===== config.mk =====
export PLATFORM = sky130hd
export DESIGN_NAME = keyed_record_table
export DESIGN_NICKNAME = d
export VERILOG_FILES = /design/src/hw/rtl/krt_pkg.sv /design/src/hw/rtl/krt_ctrl.sv /design/src/hw/rtl/krt_dpath.sv /design/src/hw/rtl/keyed_record_table.sv
export SDC_FILE = /design/constraint.sdc
export NUM_CORES = 2
export LEC_CHECK = 0
export BUFFER_PORTS_ARGS = -buffer_cell sky130_fd_sc_hd__buf_2
export CORE_AREA = 2 2 364 636
export DETAILED_ROUTE_END_ITERATION = 8
export DIE_AREA = 0 0 366 638
export MAX_ROUTING_LAYER = met4
export SETUP_SLACK_MARGIN = 0.4
export SLEW_MARGIN = 15
export SYNTH_ARGS = -nofsm -noshare
export SYNTH_HDL_FRONTEND = slang
export SYNTH_SLANG_ARGS = --single-unit

===== constraint.sdc =====
create_clock -name clock -period 8.4 [get_ports clock]
set_clock_uncertainty 0.05 [all_clocks]
set_input_delay 2.52 -clock clock [delete_from_list [all_inputs] [get_ports clock]]
set_output_delay 2.52 -clock clock [all_outputs]
set_load 0.01 [all_outputs]

===== src/hw/rtl/krt_pkg.sv =====
// krt_pkg: shared types, codes and helpers for the keyed record table
// used by krt_ctrl, krt_dpath and keyed_record_table; no dependencies
package krt_pkg;

   localparam int CAPACITY_DEF = 16;
   localparam int RESULT_LIMIT = 16;
   localparam int USED_W       = 5;

   localparam logic [1:0] OP_ADD  = 2'd0;
   localparam logic [1:0] OP_DEL  = 2'd1;
   localparam logic [1:0] OP_READ = 2'd2;
   localparam logic [1:0] OP_LIST = 2'd3;

   localparam logic [1:0] ST_OK   = 2'd0;
   localparam logic [1:0] ST_FULL = 2'd1;
   localparam logic [1:0] ST_MISS = 2'd2;

   localparam logic [6:0] GRADE_MAX = 7'd100;

   typedef struct packed {
      logic [1:0]  operation;
      logic [15:0] key_id;
      logic [7:0]  year_in;
      logic [15:0] course_a_in;
      logic [6:0]  grade_a_in;
      logic [15:0] course_b_in;
      logic [6:0]  grade_b_in;
      logic [15:0] course_c_in;
      logic [6:0]  grade_c_in;
   } req_type;

   typedef struct packed {
      logic [1:0]        status;
      logic [7:0]        year_out;
      logic [15:0]       course_a_out;
      logic [6:0]        grade_a_out;
      logic [15:0]       course_b_out;
      logic [6:0]        grade_b_out;
      logic [15:0]       course_c_out;
      logic [6:0]        grade_c_out;
      logic [15:0]       listed_key;
      logic [USED_W-1:0] used_count;
      logic              table_full;
      logic              last_result;
   } rsp_type;

   typedef struct packed {
      logic [15:0] key;
      logic [7:0]  year;
      logic [15:0] course_a;
      logic [6:0]  grade_a;
      logic [15:0] course_b;
      logic [6:0]  grade_b;
      logic [15:0] course_c;
      logic [6:0]  grade_c;
   } record_type;

   typedef struct packed {
      logic       capture;
      logic       append;
      logic       ptr_clear;
      logic       ptr_inc;
      logic       ptr_load_hit;
      logic       rd_en;
      logic       shift_wr;
      logic       count_dec;
      logic       rsp_load;
      logic [1:0] rsp_status;
      logic       rsp_with_rec;
      logic       rsp_list;
      logic       rsp_last;
   } cmd_type;

   typedef struct packed {
      logic count_zero;
      logic full;
      logic ptr_lt_count;
      logic rd_ok;
      logic hit;
      logic scan_last;
      logic list_last;
   } sts_type;

   function automatic logic [6:0] sat_grade(input logic [6:0] g);
      sat_grade = (g > GRADE_MAX) ? GRADE_MAX : g;
   endfunction

endpackage


===== src/hw/rtl/krt_ctrl.sv =====
// krt_ctrl: sequencing state machine and handshake control for the record table
// depends on krt_pkg; drives krt_dpath through cmd_type, watches sts_type
module krt_ctrl import krt_pkg::*; (
   input  logic       clock,
   input  logic       reset,
   input  logic       req_valid,
   input  logic [1:0] req_op,
   output logic       req_ready,
   output logic       rsp_valid,
   input  logic       rsp_ready,
   input  sts_type    sts,
   output cmd_type    cmd
);

   localparam logic [2:0] S_IDLE     = 3'd0;
   localparam logic [2:0] S_ADD      = 3'd1;
   localparam logic [2:0] S_SCAN     = 3'd2;
   localparam logic [2:0] S_SHIFT    = 3'd3;
   localparam logic [2:0] S_LIST_RD  = 3'd4;
   localparam logic [2:0] S_LIST_OUT = 3'd5;
   localparam logic [2:0] S_RESP     = 3'd6;

   logic [2:0] state_ff, state_in;
   logic       rsp_valid_ff, rsp_valid_in;
   logic [1:0] op_ff, op_in;
   logic [1:0] resp_status_ff, resp_status_in;
   logic       resp_rec_ff, resp_rec_in;
   logic       slot_free;

   assign slot_free = !rsp_valid_ff || rsp_ready;
   assign req_ready = (state_ff == S_IDLE);
   assign rsp_valid = rsp_valid_ff;

   always_comb begin
      cmd            = '0;
      state_in       = state_ff;
      op_in          = op_ff;
      resp_status_in = resp_status_ff;
      resp_rec_in    = resp_rec_ff;
      case (state_ff)
         S_IDLE: begin
            if (req_valid) begin
               cmd.capture   = 1'b1;
               cmd.ptr_clear = 1'b1;
               op_in         = req_op;
               case (req_op)
                  OP_ADD:  state_in = S_ADD;
                  OP_LIST: state_in = S_LIST_RD;
                  default: state_in = S_SCAN;
               endcase
            end
         end
         S_ADD: begin
            resp_rec_in = 1'b0;
            if (sts.full) begin
               resp_status_in = ST_FULL;
            end else begin
               cmd.append     = 1'b1;
               resp_status_in = ST_OK;
            end
            state_in = S_RESP;
         end
         S_SCAN: begin
            cmd.rd_en   = sts.ptr_lt_count && !sts.hit;
            cmd.ptr_inc = sts.ptr_lt_count && !sts.hit;
            if (sts.count_zero) begin
               resp_status_in = ST_MISS;
               resp_rec_in    = 1'b0;
               state_in       = S_RESP;
            end else if (sts.hit) begin
               if (op_ff == OP_READ) begin
                  resp_status_in = ST_OK;
                  resp_rec_in    = 1'b1;
                  state_in       = S_RESP;
               end else begin
                  cmd.ptr_load_hit = 1'b1;
                  state_in         = S_SHIFT;
               end
            end else if (sts.scan_last) begin
               resp_status_in = ST_MISS;
               resp_rec_in    = 1'b0;
               state_in       = S_RESP;
            end
         end
         S_SHIFT: begin
            cmd.rd_en    = sts.ptr_lt_count;
            cmd.ptr_inc  = sts.ptr_lt_count;
            cmd.shift_wr = sts.rd_ok;
            if (!sts.ptr_lt_count && !sts.rd_ok) begin
               cmd.count_dec  = 1'b1;
               resp_status_in = ST_OK;
               resp_rec_in    = 1'b0;
               state_in       = S_RESP;
            end
         end
         S_LIST_RD: begin
            if (sts.count_zero) begin
               resp_status_in = ST_MISS;
               resp_rec_in    = 1'b0;
               state_in       = S_RESP;
            end else begin
               cmd.rd_en   = 1'b1;
               cmd.ptr_inc = 1'b1;
               state_in    = S_LIST_OUT;
            end
         end
         S_LIST_OUT: begin
            if (slot_free) begin
               cmd.rsp_load   = 1'b1;
               cmd.rsp_status = ST_OK;
               cmd.rsp_list   = 1'b1;
               cmd.rsp_last   = sts.list_last;
               state_in       = sts.list_last ? S_IDLE : S_LIST_RD;
            end
         end
         S_RESP: begin
            if (slot_free) begin
               cmd.rsp_load     = 1'b1;
               cmd.rsp_status   = resp_status_ff;
               cmd.rsp_with_rec = resp_rec_ff;
               cmd.rsp_last     = 1'b1;
               state_in         = S_IDLE;
            end
         end
         default: begin
            state_in = S_IDLE;
         end
      endcase
   end

   always_comb begin
      if (cmd.rsp_load) begin
         rsp_valid_in = 1'b1;
      end else if (rsp_ready) begin
         rsp_valid_in = 1'b0;
      end else begin
         rsp_valid_in = rsp_valid_ff;
      end
   end

   always_ff @(posedge clock) begin
      if (reset) begin
         state_ff     <= S_IDLE;
         rsp_valid_ff <= 1'b0;
      end else begin
         state_ff     <= state_in;
         rsp_valid_ff <= rsp_valid_in;
      end
   end

   always_ff @(posedge clock) begin
      op_ff          <= op_in;
      resp_status_ff <= resp_status_in;
      resp_rec_ff    <= resp_rec_in;
   end

endmodule


===== src/hw/rtl/krt_dpath.sv =====
// krt_dpath: record memory, scan pointer, record count and result register
// depends on krt_pkg; commanded by krt_ctrl through cmd_type
module krt_dpath import krt_pkg::*; #(
   parameter int CAPACITY = CAPACITY_DEF
) (
   input  logic    clock,
   input  logic    reset,
   input  req_type req_data,
   input  cmd_type cmd,
   output sts_type sts,
   output rsp_type rsp_data
);

   localparam int CW     = $clog2(CAPACITY + 1);
   localparam int IW     = (CAPACITY > 1) ? $clog2(CAPACITY) : 1;
   localparam int LIST_N = (CAPACITY < RESULT_LIMIT) ? CAPACITY : RESULT_LIMIT;

   record_type mem [CAPACITY];

   req_type    req_ff;
   record_type rd_data_ff;
   record_type new_rec;
   logic [IW-1:0] rd_idx_ff;
   logic          rd_ok_ff;
   logic [CW-1:0] count_ff, count_in;
   logic [CW-1:0] ptr_ff, ptr_in;
   logic [CW-1:0] rd_next;
   rsp_type       rsp_ff, rsp_in;

   assign new_rec = '{
      key:      req_ff.key_id,
      year:     req_ff.year_in,
      course_a: req_ff.course_a_in,
      grade_a:  sat_grade(req_ff.grade_a_in),
      course_b: req_ff.course_b_in,
      grade_b:  sat_grade(req_ff.grade_b_in),
      course_c: req_ff.course_c_in,
      grade_c:  sat_grade(req_ff.grade_c_in)
   };

   assign rd_next = CW'(rd_idx_ff) + CW'(1);

   assign sts.count_zero   = (count_ff == '0);
   assign sts.full         = (count_ff == CW'(CAPACITY));
   assign sts.ptr_lt_count = (ptr_ff < count_ff);
   assign sts.rd_ok        = rd_ok_ff;
   assign sts.hit          = rd_ok_ff && (rd_data_ff.key == req_ff.key_id);
   assign sts.scan_last    = rd_ok_ff && (rd_next == count_ff);
   assign sts.list_last    = (rd_next == count_ff) || (rd_next == CW'(LIST_N));

   always_comb begin
      count_in = count_ff;
      if (cmd.append) begin
         count_in = count_ff + CW'(1);
      end else if (cmd.count_dec) begin
         count_in = count_ff - CW'(1);
      end
   end

   always_comb begin
      ptr_in = ptr_ff;
      if (cmd.ptr_clear) begin
         ptr_in = '0;
      end else if (cmd.ptr_load_hit) begin
         ptr_in = rd_next;
      end else if (cmd.ptr_inc) begin
         ptr_in = ptr_ff + CW'(1);
      end
   end

   always_comb begin
      rsp_in        = '0;
      rsp_in.status = cmd.rsp_status;
      if (cmd.rsp_with_rec) begin
         rsp_in.year_out     = rd_data_ff.year;
         rsp_in.course_a_out = rd_data_ff.course_a;
         rsp_in.grade_a_out  = rd_data_ff.grade_a;
         rsp_in.course_b_out = rd_data_ff.course_b;
         rsp_in.grade_b_out  = rd_data_ff.grade_b;
         rsp_in.course_c_out = rd_data_ff.course_c;
         rsp_in.grade_c_out  = rd_data_ff.grade_c;
      end
      if (cmd.rsp_list) begin
         rsp_in.listed_key = rd_data_ff.key;
      end
      rsp_in.used_count  = USED_W'(count_ff);
      rsp_in.table_full  = sts.full;
      rsp_in.last_result = cmd.rsp_last;
   end

   // record memory: one write port, one registered read port
   always_ff @(posedge clock) begin
      if (cmd.append) begin
         mem[count_ff[IW-1:0]] <= new_rec;
      end else if (cmd.shift_wr) begin
         mem[rd_idx_ff - IW'(1)] <= rd_data_ff;
      end
      if (cmd.rd_en) begin
         rd_data_ff <= mem[ptr_ff[IW-1:0]];
         rd_idx_ff  <= ptr_ff[IW-1:0];
      end
   end

   always_ff @(posedge clock) begin
      if (reset) begin
         count_ff <= '0;
         ptr_ff   <= '0;
         rd_ok_ff <= 1'b0;
      end else begin
         count_ff <= count_in;
         ptr_ff   <= ptr_in;
         rd_ok_ff <= cmd.rd_en;
      end
   end

   always_ff @(posedge clock) begin
      if (cmd.capture) begin
         req_ff <= req_data;
      end
      if (cmd.rsp_load) begin
         rsp_ff <= rsp_in;
      end
   end

   assign rsp_data = rsp_ff;

endmodule


===== src/hw/rtl/keyed_record_table.sv =====
// keyed_record_table: top level of the insertion-ordered keyed record table
// depends on krt_pkg, krt_ctrl and krt_dpath
//
//   channel   ports                           direction   payload
//   request   req_valid, req_ready, req_data  in          req_type
//   response  rsp_valid, rsp_ready, rsp_data  out         rsp_type
//
// one transaction at a time; add appends one record; read scans the keys
// one entry a cycle; delete scans the same way, then moves each later record
// down one slot, one move a cycle; list returns one key per response
// a response waits in its register; a stalled response holds the sequencer
// reset clears the record count, scan pointer, read flag, response valid and state; record contents need no clearing
module keyed_record_table import krt_pkg::*; #(
   parameter int CAPACITY = CAPACITY_DEF
) (
   input  logic    clock,
   input  logic    reset,
   input  logic    req_valid,
   output logic    req_ready,
   input  req_type req_data,
   output logic    rsp_valid,
   input  logic    rsp_ready,
   output rsp_type rsp_data
);

   cmd_type cmd;
   sts_type sts;

   krt_ctrl u_ctrl (
      .clock     (clock),
      .reset     (reset),
      .req_valid (req_valid),
      .req_op    (req_data.operation),
      .req_ready (req_ready),
      .rsp_valid (rsp_valid),
      .rsp_ready (rsp_ready),
      .sts       (sts),
      .cmd       (cmd)
   );

   krt_dpath #(
      .CAPACITY (CAPACITY)
   ) u_dpath (
      .clock    (clock),
      .reset    (reset),
      .req_data (req_data),
      .cmd      (cmd),
      .sts      (sts),
      .rsp_data (rsp_data)
   );

endmodule

Word level (Yosys, flattened, before mapping)
Memories as Yosys holds them, arrays and structs flattened. A register that Yosys moved wholly into a read port is not among the register bits.
Index checks and enable logic that the tools add are counted.
{"block": "word_totals", "latch_bits": 0, "ram_bits": 1488, "inputBits": 99, "mem_count": 1, "word_cells": 144, "ff_bits": 219, "rom_bits": 0}
{"name": "u_dpath.mem", "depth": 16, "word_bits": 93, "rd": 1, "rd_ports_with_merged_regs": 1, "wr": 1, "line_no": "krt_dpath.sv:18", "rtl": "record_type mem [CAPACITY];"}
{"block": "classes", "n_shift": 0, "n_div": 0, "eq_ne": 19, "n_mux": 64, "n_bitwise": 0, "n_reduce_logical": 22, "add_sub_neg": 5, "mul": 0, "order_cmp": 4}
{"op": "$mux W93", "count": 1}
{"op": "$reduce_or A93 Y1", "count": 1}
{"op": "$mux W3", "count": 10}
{"op": "$mux W1", "count": 28}
{"op": "$gt A7 B7 Y1 const B", "count": 3}
{"op": "$mux W7", "count": 3}
{"op": "$pmux W3 S7", "count": 1}
{"op": "$mux W5", "count": 4}
{"op": "$mux W2", "count": 9}
{"op": "$eq A16 B16 Y1", "count": 1}
{"op": "$pmux W3 S2", "count": 2}
{"op": "$add A5 B1 Y5 const B", "count": 2}
{"op": "$eq A5 B5 Y1 const B", "count": 2}
{"op": "$reduce_and A5 Y1", "count": 2}
{"op": "$eq A3 B3 Y1 const B", "count": 3}
{"op": "$mux W4", "count": 2}
{"op": "$pmux W2 S4", "count": 1}
{"op": "$eq A3 B2 Y1 const B", "count": 2}
{"op": "$ne A2 B1 Y1 const B", "count": 3}
{"op": "$reduce_bool A2 Y1", "count": 3}
{"op": "$add A4 B1 Y5 const B", "count": 1}
{"op": "$eq A5 B5 Y1", "count": 1}
{"op": "$logic_not A5 Y1", "count": 1}
{"op": "$lt A5 B5 Y1", "count": 1}
{"op": "other kinds (18)", "count": 27}

Logic depth before layout (Yosys ltp)
{"block": "logic_depth", "depth_word": 10, "depth_mapped": 12}

Cells and area by module
From an unflattened synthesis, not the netlist that was laid out.
{"block": "unflattened", "cells_unflattened": 3296, "area_unflattened_um2": 69238.9}
{"module": "krt_dpath", "area_per_inst_um2": 68534.5, "cells_each": 3213, "n_inst": 1}
{"module": "krt_ctrl", "area_per_inst_um2": 704.4, "cells_each": 83, "n_inst": 1}

Worst setup path after synthesis
No wires, ideal clock.
{"block": "synth_timing", "path_kind": "in2reg", "from": "input port rsp_ready", "to": "register u_dpath.rsp_ff (netlist bit u_dpath.rsp_data[0]) (enable)", "setup_slack_ns": 0.078, "arrival_time_ns": 7.676, "path_buffers": 0, "stages": 4, "t_required_ns": 7.754, "path_cell_list": "inv_1 nand2_1 nand2_1 a21oi_1"}
{"item": "start, declared", "line_no": "keyed_record_table.sv:22", "rtl": "input logic rsp_ready,"}
{"item": "end signal, assigned", "line_no": "krt_dpath.sv:121", "rtl": "rsp_ff <= rsp_in;"}
{"item": "end, declared", "line_no": "krt_dpath.sv:28", "rtl": "rsp_type rsp_ff, rsp_in;"}

Worst setup path after layout
{"block": "layout_timing", "from": "register u_ctrl.state_ff[0]", "to": "output port req_ready"}
{"block": "layout_between", "elab_chain_len": 1}
{"item": "start, declared", "line_no": "krt_ctrl.sv:23", "rtl": "logic [2:0] state_ff, state_in;"}
{"item": "start signal, assigned", "line_no": "krt_ctrl.sv:146", "rtl": "state_ff <= state_in;"}
{"item": "$logic_not A3 Y1", "line_no": "krt_ctrl.sv:31", "rtl": "assign req_ready = (state_ff == S_IDLE);"}
{"item": "end, declared", "line_no": "keyed_record_table.sv:19", "rtl": "output logic req_ready,"}
No other way between the ends.

==> out/summary.txt <==
Pwr Density: 310.7 nW/µm²
die height: 638 µm
CTS tree: built
Lkg Pwr: 23.95 nW
share of layout cells above drive strength 1: 0.2847
Routability Congestion: 0.7685
clk root buf: clkbuf_16
area delta synth->final: 14.29%
prevailing post-synth register cell: edfxtp_1
setup bufs post-CTS: 0
chip width: 366 µm
Worst-path clk slew: 70 ps
TritonRoute pass-1 iters: 7
number of H-tree levels: 4
Starting Density: 0.2987
largest net degree at the start of global routing: 119
multi-input logic area: 13,720 µm²
I/O pin cnt: 203
status: finished clean
nets: 3,400
CORE AREA: 228,200 µm²
Avg Synthesized Cell Area: 22.52 µm²
register area share after synthesis: 0.7910
DR iter-0 viols: 2,702
Startpoint Class: flop
Hold Vio Cnt, Final: 0
ANT nets after route: 0
initial antenna violation count: 20
Netlist cell types: 50
gr usage total: 0.1420
Finished Layout Cells: 6,448
Setup Viol. Count Final: 0
CTS buffer count: 153
CTS Buffer Depth: 4
required time worst endpoint: 5830 ps
Max-Cap Viols: 0
fmax: 218.8 MHz
Register Area: 53,920 µm²
Tightest Pin Transition: 1131 ps
Routed WL per cell: 25.33 µm
grt total ovfl: 0
VDD IR-drop max: 0.2585 mV
min cycle time layout: 4571 ps
worst-skew pair later-pin latency: 790 ps
Vias: 30,900
Post-Syn Instances: 3,026
CTS Hold Bufs: 0
syn nets: 3,139
vias in the first global route: 32,580
DRC viols: 0
Placed Cells: 6,174
WP data arrival: 2000 ps
FILL cells: 21,180
Post-Route WL: 163,300 µm
Yosys warning count: 0
EDFF count, synth: 1,785
# rows: 232
FF+latch count, synth: 1,800
Setup Crit Path Kind: flop to output pin
TNS Setup: 0 ps
clk sinks: 1,800
Max-slew headroom: 0.2457
worst-path maximum fanout: 12
Fin Hold WS: 469.5 ps
hpwl dp: 90,670 µm
post-CTS sizing: 0
max-slew violations: 0
period utilisation layout: 0.5442
die area: 233,500 µm²
vias per cell: 4.792
Hold WC Path Type: flop to flop
ys async rst share: 0
Buffers on Ports: 202
first-pass GRT wire length: 235,900 µm
Mapped Area: 68,140 µm²
RSZ-0062 raised after global routing: false
critical path endpoint category: output pin
## cell families after synthesis
family	share of synthesized area
flip-flops	0.7910
buffers and inverters	0.01001
AND/OR/NAND/NOR	0.03202
multiplexers	0.1537
adder cells (fa/ha/maj)	0.002681
XOR/XNOR	0.004058
AO/OA/AOI/OAI	0.006537
## cells in the final DEF (no fill, tap or decap), drive strengths merged, types with 21 or more instances in the layout
cell and count:
edfxtp 1785, mux4 465, nand2 267, buf 260, clkbuf 196, and3 80
nor2 53, clkinv 41, a21oi 24, xnor2 23, and2 21
## per-layer routing
layer,track usage,routed length (µm),vias up
met5,-,0,-
li1,-,-,13070
met4,0.04070,4591,0
met1,0.1743,66200,16720
met2,0.2452,84730,866
met3,0.01933,7794,247
## worst max-delay path, cell delays in order, from the launching register on
cell and delay (ps):
dfxtp_1 460, nor3_1 510, buf_2 260
## registers in the layout (all words and copies together), names as in the netlist, 2 cells and up
| signal | cells |
|---|---|
| u_dpath.mem | 1488 |
| u_dpath.rd_data_ff | 93 |
| u_dpath.rd_idx_ff | 4 |
| u_ctrl.op_ff | 2 |
| u_dpath.rsp_data | 102 |
| u_ctrl.resp_status_ff | 2 |
| u_dpath.ptr_ff | 5 |
| u_dpath.count_ff | 5 |
| u_ctrl.state_ff | 3 |
| u_dpath.req_ff | 21 |
| u_dpath.new_rec | 72 |
## Yosys cell counts, drive strengths merged, types with 2 or more instances
master	number	area, µm²
inv	14	52.55
nor2b	3	18.77
buf	54	254.0
xnor2	23	201.4
xor2	6	52.55
ha	13	162.7
a21o	4	30.03
and3	80	505.5
o22ai	2	12.51
and2	21	131.4
or3	5	36.28
a22o	6	52.55
o21ai	17	85.08
or2	2	12.51
nand4	3	18.77
nor2	53	198.9
clkbuf	100	375.4
nor3	16	80.08
o211ai	2	20.02
a311oi	2	23.77
a21oi	24	123.9
a31oi	6	37.54
nand2b	6	37.54
nor4	2	12.51
edfxtp	1785	53600
nand2	267	1002
dfxtp	15	300.3
mux4	465	10470
nand3	16	80.08
## area by class of cell
type	count	area share
flip-flops and latches	1800	0.6923
multi-input cells	1058	0.1762
clock buffers	196	0.05326
well taps	3042	0.04887
repair buffers	260	0.02002
clock inverters	65	0.008274
inverters	14	0.0006748
diodes	13	0.0004177
## power breakdown
part | total, mW | switching (mW) | leakage, nW | internal [mW]
registers | 11.8 | 0.512 | 16.3 | 11.2
clock network | 7.03 | 3.16 | 2.32 | 3.87
logic | 5.41 | 3.02 | 5.34 | 2.40
## worst paths after layout
check,slack (ps),cells after the start,from,endpoint
min,470,2,u_dpath.ptr_ff[4]$_SDFFE_PP0P_,u_dpath.ptr_ff[4]$_SDFFE_PP0P_
max,3830,2,u_ctrl.state_ff[0]$_SDFFE_PP0P_,req_ready
max reg2reg,3870,8,u_ctrl.state_ff[1]$_SDFFE_PP0P_,u_dpath.mem[8][28]$_DFFE_PP_
min reg2reg,470,2,u_dpath.ptr_ff[4]$_SDFFE_PP0P_,u_dpath.ptr_ff[4]$_SDFFE_PP0P_
## stage by stage
step	power, mW	worst slack [ps]	instance area [µm²]	utilization
final	24.20	3829	77880	0.3413
after global routing	25.15	3592	77880	0.3413
after CTS	24.56	3752	77850	0.3412
after detailed placement	17.52	3514	73060	0.3202
after global placement	17.46	3504	73060	0.3202
after floorplan	15.67	2380	68150	-
Power figures use the tool's default switching activity.
